===== src/hdl/vng_pkg.sv =====
package vng_pkg;

  localparam int DEF_MAX_VERTICES = 4096;

  localparam int IN_TDATA_W  = 136;
  localparam int OUT_TDATA_W = 80;
  localparam int VCOUNT_W    = 13;

  localparam logic [1:0] FUNC_WPOS   = 2'd0;
  localparam logic [1:0] FUNC_TRI    = 2'd1;
  localparam logic [1:0] FUNC_READ   = 2'd2;
  localparam logic [1:0] FUNC_FINISH = 2'd3;

  localparam logic [1:0] ST_OPEN   = 2'd0;
  localparam logic [1:0] ST_GEN    = 2'd1;
  localparam logic [1:0] ST_FAILED = 2'd2;

  typedef logic [4:0] dp_op_t;

  localparam dp_op_t OP_NONE  = 5'd0;
  localparam dp_op_t OP_LATCH = 5'd1;
  localparam dp_op_t OP_WPOS  = 5'd2;
  localparam dp_op_t OP_TBAD  = 5'd3;
  localparam dp_op_t OP_PRD   = 5'd4;
  localparam dp_op_t OP_DIFF  = 5'd5;
  localparam dp_op_t OP_MUL   = 5'd6;
  localparam dp_op_t OP_CROSS = 5'd7;
  localparam dp_op_t OP_IGN   = 5'd8;
  localparam dp_op_t OP_SRD   = 5'd9;
  localparam dp_op_t OP_SWR   = 5'd10;
  localparam dp_op_t OP_VRD   = 5'd11;
  localparam dp_op_t OP_VCAP  = 5'd12;
  localparam dp_op_t OP_FB    = 5'd13;
  localparam dp_op_t OP_SHIFT = 5'd14;
  localparam dp_op_t OP_SQ    = 5'd15;
  localparam dp_op_t OP_L2    = 5'd16;
  localparam dp_op_t OP_SQRT  = 5'd17;
  localparam dp_op_t OP_DINIT = 5'd18;
  localparam dp_op_t OP_DSTEP = 5'd19;
  localparam dp_op_t OP_DEND  = 5'd20;
  localparam dp_op_t OP_WINIT = 5'd21;
  localparam dp_op_t OP_WRD   = 5'd22;
  localparam dp_op_t OP_GOOD  = 5'd23;
  localparam dp_op_t OP_FAIL  = 5'd24;
  localparam dp_op_t OP_RES   = 5'd25;

  typedef struct packed {
    dp_op_t     op;
    logic [1:0] sel;
    logic [2:0] idx;
  } dp_cmd_t;

  typedef struct packed {
    logic [1:0] func;
    logic [1:0] run_status;
    logic       bad_corner;
    logic       vi_ok;
    logic       live_zero;
    logic       zero_cross;
    logic       sum_zero;
    logic       shift_ok;
    logic       walk_nz;
    logic       walk_last;
  } dp_stat_t;

endpackage


===== src/hdl/vng_controller.sv =====
module vng_controller
  import vng_pkg::*;
(
  input  logic     clk,
  input  logic     rst,
  input  logic     in_valid,
  output logic     in_ready,
  output logic     out_valid,
  input  logic     out_ready,
  input  dp_stat_t stat,
  output dp_cmd_t  cmd
);

  localparam logic [4:0] S_IDLE  = 5'd0;
  localparam logic [4:0] S_DISP  = 5'd1;
  localparam logic [4:0] S_PRA   = 5'd2;
  localparam logic [4:0] S_PRB   = 5'd3;
  localparam logic [4:0] S_PRC   = 5'd4;
  localparam logic [4:0] S_PWAIT = 5'd5;
  localparam logic [4:0] S_DIFF  = 5'd6;
  localparam logic [4:0] S_MUL   = 5'd7;
  localparam logic [4:0] S_CROSS = 5'd8;
  localparam logic [4:0] S_CHK   = 5'd9;
  localparam logic [4:0] S_SRD   = 5'd10;
  localparam logic [4:0] S_SWR   = 5'd11;
  localparam logic [4:0] S_VRD   = 5'd12;
  localparam logic [4:0] S_VCAP  = 5'd13;
  localparam logic [4:0] S_VCHK  = 5'd14;
  localparam logic [4:0] S_SHIFT = 5'd15;
  localparam logic [4:0] S_SQ    = 5'd16;
  localparam logic [4:0] S_L2    = 5'd17;
  localparam logic [4:0] S_SQRT  = 5'd18;
  localparam logic [4:0] S_DINIT = 5'd19;
  localparam logic [4:0] S_DSTEP = 5'd20;
  localparam logic [4:0] S_DEND  = 5'd21;
  localparam logic [4:0] S_WRD   = 5'd22;
  localparam logic [4:0] S_WCHK  = 5'd23;
  localparam logic [4:0] S_RES   = 5'd24;

  localparam logic [5:0] MUL_LAST   = 6'd5;
  localparam logic [5:0] SQ_LAST    = 6'd2;
  localparam logic [5:0] SQRT_LAST  = 6'd31;
  localparam logic [5:0] DSTEP_LAST = 6'd46;

  logic [4:0] state, state_next;
  logic [5:0] idx, idx_next;
  logic [1:0] k, k_next;
  logic       out_free;

  assign in_ready = (state == S_IDLE);
  assign out_free = !out_valid || out_ready;

  always_comb begin
    state_next = state;
    idx_next   = idx;
    k_next     = k;
    cmd.op     = OP_NONE;
    cmd.sel    = k;
    cmd.idx    = idx[2:0];
    unique case (state)
      S_IDLE: begin
        if (in_valid) begin
          cmd.op     = OP_LATCH;
          state_next = S_DISP;
        end
      end
      S_DISP: begin
        idx_next   = '0;
        k_next     = '0;
        state_next = S_RES;
        case (stat.func)
          FUNC_WPOS: cmd.op = OP_WPOS;
          FUNC_TRI: begin
            if (stat.run_status == ST_OPEN) begin
              if (stat.bad_corner) begin
                cmd.op = OP_TBAD;
              end else begin
                state_next = S_PRA;
              end
            end
          end
          FUNC_READ: begin
            if (stat.run_status == ST_GEN && stat.vi_ok) begin
              state_next = S_VRD;
            end
          end
          default: begin
            if (stat.run_status == ST_OPEN) begin
              if (stat.live_zero) begin
                cmd.op = OP_FAIL;
              end else begin
                cmd.op     = OP_WINIT;
                state_next = S_WRD;
              end
            end
          end
        endcase
      end
      S_PRA: begin
        cmd.op = OP_PRD; cmd.sel = 2'd0; state_next = S_PRB;
      end
      S_PRB: begin
        cmd.op = OP_PRD; cmd.sel = 2'd1; state_next = S_PRC;
      end
      S_PRC: begin
        cmd.op = OP_PRD; cmd.sel = 2'd2; state_next = S_PWAIT;
      end
      S_PWAIT: state_next = S_DIFF;
      S_DIFF: begin
        cmd.op = OP_DIFF; state_next = S_MUL;
      end
      S_MUL: begin
        cmd.op = OP_MUL;
        if (idx == MUL_LAST) begin
          idx_next = '0; state_next = S_CROSS;
        end else begin
          idx_next = idx + 6'd1;
        end
      end
      S_CROSS: begin
        cmd.op = OP_CROSS; state_next = S_CHK;
      end
      S_CHK: begin
        if (stat.zero_cross) begin
          cmd.op = OP_IGN; state_next = S_RES;
        end else begin
          state_next = S_SRD;
        end
      end
      S_SRD: begin
        cmd.op = OP_SRD; state_next = S_SWR;
      end
      S_SWR: begin
        cmd.op = OP_SWR;
        if (k == 2'd2) begin
          state_next = S_RES;
        end else begin
          k_next = k + 2'd1; state_next = S_SRD;
        end
      end
      S_VRD: begin
        cmd.op = OP_VRD; state_next = S_VCAP;
      end
      S_VCAP: begin
        cmd.op = OP_VCAP; state_next = S_VCHK;
      end
      S_VCHK: begin
        if (stat.sum_zero) begin
          cmd.op = OP_FB; state_next = S_RES;
        end else begin
          state_next = S_SHIFT;
        end
      end
      S_SHIFT: begin
        if (stat.shift_ok) begin
          state_next = S_SQ;
        end else begin
          cmd.op = OP_SHIFT;
        end
      end
      S_SQ: begin
        cmd.op = OP_SQ;
        if (idx == SQ_LAST) begin
          idx_next = '0; state_next = S_L2;
        end else begin
          idx_next = idx + 6'd1;
        end
      end
      S_L2: begin
        cmd.op = OP_L2; state_next = S_SQRT;
      end
      S_SQRT: begin
        cmd.op = OP_SQRT;
        if (idx == SQRT_LAST) begin
          idx_next = '0; state_next = S_DINIT;
        end else begin
          idx_next = idx + 6'd1;
        end
      end
      S_DINIT: begin
        cmd.op = OP_DINIT; state_next = S_DSTEP;
      end
      S_DSTEP: begin
        cmd.op = OP_DSTEP;
        if (idx == DSTEP_LAST) begin
          idx_next = '0; state_next = S_DEND;
        end else begin
          idx_next = idx + 6'd1;
        end
      end
      S_DEND: begin
        cmd.op = OP_DEND;
        if (k == 2'd2) begin
          state_next = S_RES;
        end else begin
          k_next = k + 2'd1; state_next = S_DINIT;
        end
      end
      S_WRD: begin
        cmd.op = OP_WRD; state_next = S_WCHK;
      end
      S_WCHK: begin
        if (stat.walk_nz) begin
          cmd.op = OP_GOOD; state_next = S_RES;
        end else if (stat.walk_last) begin
          cmd.op = OP_FAIL; state_next = S_RES;
        end else begin
          state_next = S_WRD;
        end
      end
      S_RES: begin
        if (out_free) begin
          cmd.op = OP_RES; state_next = S_IDLE;
        end
      end
      default: state_next = S_IDLE;
    endcase
  end

  always_ff @(posedge clk) begin
    if (rst) begin
      state     <= S_IDLE;
      idx       <= '0;
      k         <= '0;
      out_valid <= 1'b0;
    end else begin
      state <= state_next;
      idx   <= idx_next;
      k     <= k_next;
      if (state == S_RES && out_free) begin
        out_valid <= 1'b1;
      end else if (out_ready) begin
        out_valid <= 1'b0;
      end
    end
  end

endmodule


===== config.mk =====
export PLATFORM = sky130hd
export DESIGN_NAME = vng_controller
export DESIGN_NICKNAME = d
export VERILOG_FILES = /design/src/hdl/vng_pkg.sv /design/src/hdl/vng_controller.sv
export SDC_FILE = /design/constraint.sdc
export NUM_CORES = 1
export LEC_CHECK = 0
export BUFFER_PORTS_ARGS = -buffer_cell sky130_fd_sc_hd__buf_2
export CORE_MARGIN = 1
export CORE_UTILIZATION = 27
export CTS_BUF_LIST = sky130_fd_sc_hd__clkbuf_4 sky130_fd_sc_hd__clkbuf_8 sky130_fd_sc_hd__clkbuf_16
export CTS_CLUSTER_DIAMETER = 50
export DETAILED_ROUTE_END_ITERATION = 16
export PLACE_DENSITY_LB_ADDON = 0.25
export SLEW_MARGIN = 20
export SYNTH_ARGS = -nofsm -noshare
export SYNTH_HDL_FRONTEND = slang
export SYNTH_SLANG_ARGS = --single-unit

===== constraint.sdc =====
create_clock -name clk -period 2.7 [get_ports clk]
set_input_delay 0.54 -clock clk [delete_from_list [all_inputs] [get_ports clk]]
set_output_delay 0.54 -clock clk [all_outputs]
set_load 0.01 [all_outputs]

Word level (Yosys, flattened, before mapping)
Index checks and enable logic that the tools add are counted.

storage, ports and cells
  register bits = 14
  input bits = 16
  output and inout bits = 12
  logic and storage cells = 103

operators by class
  add/subtract/negate cells = 2
  equality and inequality tests = 40
  multiplexer cells = 43
  reductions and logical operators = 14

operators with widths
  kind                                                 number
  one-hot mux 5 bit (25 select lines)                  1
  one-hot mux 5 bit (22 select lines)                  1
  two-way mux 5 bit                                    17
  equality test 5 bit, second input constant           9
  equality test 5 x 4 -> 1 bit, second input constant  8
  two-way mux 4 bit                                    9
  one-hot mux 5 bit (3 select lines)                   2
  one-hot mux 6 bit (5 select lines)                   1
  two-way mux 6 bit                                    4
  equality test 5 x 3 -> 1 bit, second input constant  4
  != test 2 bit, second input constant                 8
  equality test 5 x 2 -> 1 bit, second input constant  2
  AND reduction 7 bit                                  1
  adder 6 x 1 -> 6 bit, second input constant          1
  equality test 6 x 2 -> 1 bit, second input constant  1
  equality test 6 x 3 -> 1 bit, second input constant  1
  equality test 6 x 5 -> 1 bit, second input constant  1
  equality test 6 bit, second input constant           1
  two-way mux 2 bit                                    3
  one-hot mux 2 bit (3 select lines)                   1
  equality test 5 x 1 -> 1 bit, second input constant  1
  zero test 5 bit                                      1
  nonzero test 5 bit                                   1
  equality test 2 x 1 -> 1 bit, second input constant  2
  12 further kinds                                     18

Longest topological paths before layout
  word-level depth = 5
  depth in mapped cells = 8

Worst setup path before layout
Ideal clock, no wire load.

  path kind = reg2out
  from = register state[4]
  to = output port cmd[8] in the netlist's numbering
  data arrival time = 1674 ps
  data required time = 2160 ps
  slack = 486 ps
  stages on the path, launching flop included = 7
  path through = dfxtp_1 -> buf_2 -> buf_2 -> inv_1 -> or4b_2 -> o2111ai_1 -> a31o_2

RTL lines
  element                   line                   RTL
  start: declaration        vng_controller.sv:45   logic [4:0] state, state_next;
  start signal: assignment  vng_controller.sv:227  state <= state_next;
  end: declaration          vng_controller.sv:11   output dp_cmd_t cmd

==> reports/qor.csv <==
stage,metric,value,unit
outcome,run status,completed,
detailed_routing,total number of vias,2032,
clocking,Post-CTS Hold Buffers,0,
finish,Area Growth Syn to Fin,16.23,%
place,placed inst area,1944,um^2
synth,Cell variety after synth,62,
clocking,clock slew seen by the registers of the worst setup and hold paths,60,ps
synth,Synth Net Count,274,
synth,largest area contributor in the netlist,dfxtp_1,
pwr,Leak,0.7852,nW
detailed_routing,Routed Antenna Nets,0,
finish,share of layout cells above drive strength 1,21.66,%
floorplanning,Initial Util,28.49,%
floorplanning,standard-cell rows,28,
detailed_routing,drt first pass iters,5,
sta,Final Cycle Share,95.16,%
critical_path,crit path launch type,flop,
pwr,pwr dens,833.7,nW/um^2
place,setup slack at placement,281.2,ps
pwr,cell-internal power,832.0,uW
synth,number of synthesized register bits,14,
pwr,Peak VDD IR,0.2591,mV
critical_path,Setup CP Type,flop to output pin,
finish,fin nets,298,
critical_path,Worst Path Required,2160,ps
clocking,post-CTS setup buffers,0,
sta,Fin Hold WS,512.5,ps
synth,ys async rst share,0,%
detailed_routing,final WL,5572,um
detailed_routing,DR WL/cell,15.83,um
critical_path,RR Endpoint,state[0],
synth,Mapped Area,1727,um^2
hold_path,Hold EP,k[0],
sta,worst-margin pin slew,521.4,ps
grt,global route overflow,0,
job,maxcap violations,0,
floorplanning,Die ar.,6719,um^2
critical_path,critical path endpoint category,output pin,
floorplanning,I/O pins,28,
sta,Setup TNS,0,ps
place,PortBufs,27,
grt,vias in the first global route,1809,
sta,max-slew violations,0,
sta,final hold viol count,0,
clocking,clock root cell,clkbuf_8,
synth,Synth area leaders,"dfxtp_1 (16%), a21oi_1 (6.1%), nand2_1 (5.2%), nor2_1 (4.6%), o21ai_0 (3.5%)",
clocking,H-tree Lvls,1,
finish,Layout fillers,688,
floorplanning,Core Box Area,6061,um^2
pwr,clock share of power,12.7,%
sta,Layout Skew,3.556,ps
pwr,Comb power frac,68.4,%
hold_path,HP Start,k[0],
grt,total track usage,17.31,%
synth,"count leader, synth",nand2_1,
pwr,Sw Ratio,50.28,%
synth,top-area cell type share of the netlist area,16.23,%
sta,RSZ-0062 raised after global routing,false,
pwr,Flop pwr share,18.8,%
floorplanning,die height,81.97,um
critical_path,R2R Setup Slk,450,ps
synth,"Primary FF master, synth",dfxtp_1,
synth,number of flops mapped to enable cells by yosys,0,
clocking,Max Root-Sink Buffers,2,
place,dpl hpwl,4111,um
synth,Mean Syn Cell Area,6.798,um^2
clocking,# clock sinks,14,
synth,sequential area share after synthesis,16.23,%
sta,Worst slew margin,65.17,%
grt,first-pass GRT wire length,9018,um
critical_path,worst r2r src,state[2],
sta,final setup violation count,0,
sta,worst setup margin,130.8,ps
finish,"Core Util, Final",33.11,%
floorplanning,die span in x,81.97,um
finish,"Design Area, Final",2007,um^2
detailed_routing,drt via density,5.773,
clocking,total CTS buffers,3,
critical_path,Worst EP arrival,2030,ps
finish,# diodes,0,
detailed_routing,drt initial violations,126,
hold_path,type of the worst min-delay path,flop to flop,
place,dpl cells,348,
synth,Ys Warns,0,
sta,Achievable Freq,0.3892,GHz
finish,fin cells,352,
pwr,Final Power,1.673,mW
synth,cells after synthesis,254,
grt,initial antenna violation count,0,
critical_path,worst reg-to-reg path cell count,7,
pwr,Net Switching,841.3,uW
critical_path,critical path peak fanout,14,
detailed_routing,drt drc,0,
hold_path,hold-critical path depth,2,
sta,Tmin final,2569,ps
grt,largest net degree at the start of global routing,19,
clocking,CTS tree,done,
clocking,Worst-Skew Late Latency,250,ps
synth,Post-synth top cells,"nand2_1 (24), a21oi_1 (21), nor2_1 (21), dfxtp_1 (14), inv_1 (14)",
place,GP Congestion,0.8750,
how the worst max path moves through the flow:
stage                     cells past startpoint  startpoint     end  slack (ps)
after floorplan                               6    state[4]  cmd[8]         490
after global placement                        6    state[3]  cmd[8]         320
after detailed placement                      6    state[3]  cmd[8]         280
after CTS                                     6    state[3]  cmd[8]          10
after global routing                          6    state[3]  cmd[8]           2
final                                         6    state[3]  cmd[8]         130
layer usage:
| layer | global-route usage [%] | part of all wire, % | wire length [um] |
|---|---|---|---|
| met1 | 23.54 | 47 | 2645 |
| met2 | 26.94 | 44 | 2455 |
| met3 | 2.889 | 5.7 | 320 |
| met4 | 6.667 | 2.7 | 150 |
| met5 | 0 | 0 | 0 |
sequential cells by signal, summed over array words and instances, names as in the netlist:
register   flops
out_valid      1
state          5
k              2
idx            6
cells by family after synthesis:
logic type               after synthesis  synth area share (%)
AO/OA/AOI/OAI                         84                 33.12
adder cells (fa/ha/maj)                4                 2.899
buffers and inverters                 37                 10.22
flip-flops                            14                 16.23
multiplexers                           3                 1.812
AND/OR/NAND/NOR                      112                 35.72
worst max-delay path: stages (launching register included):
cell	delay (ps)
dfxtp_2	480
or3b_4	210
o22ai_1	80
a221oi_1	390
o2111ai_1	220
a31o_2	260
buf_2	130
power groups by stage:
stage / logic [mW] / clock network, mW / registers [mW]
floorplan: 0.836 / 0 / 0.267
global placement: 1.13 / 0 / 0.312
detailed placement: 1.12 / 0 / 0.311
CTS: 1.12 / 0.218 / 0.307
global route: 1.27 / 0.230 / 0.320
finish: 1.15 / 0.213 / 0.315
cell usage in the layout, fill, tap and decap left out, types with 4 or more instances in the layout:
cell / count
ha_1: 4
a21oi_1: 21
buf_4: 15
buf_2: 27
and3_1: 4
nor3_1: 9
clkbuf_8: 4
a31oi_1: 5
nand3_1: 9
nor2_1: 21
inv_1: 14
nand2b_1: 7
nand4_1: 4
dfxtp_1: 12
o31ai_1: 5
o21ai_0: 12
nand2_1: 24
a211oi_1: 4
nor2b_1: 9
o22ai_1: 5
cell type report:
type	count	area [um^2]	area share (%)
multi-input cells	203	1275	63.53
flip-flops and latches	14	282.8	14.09
repair buffers	42	247.7	12.34
well taps	75	93.84	4.676
clock buffers	4	55.05	2.743
inverters	14	52.55	2.618
timing repair:
| item | in CTS | in global routing |
|---|---|---|
| gates resized for setup | 0 | 3 |
| endpoints found under the setup margin | 0 | 2 |
| endpoints found under the hold margin | 0 | 0 |
Power figures use the tool's default switching activity.
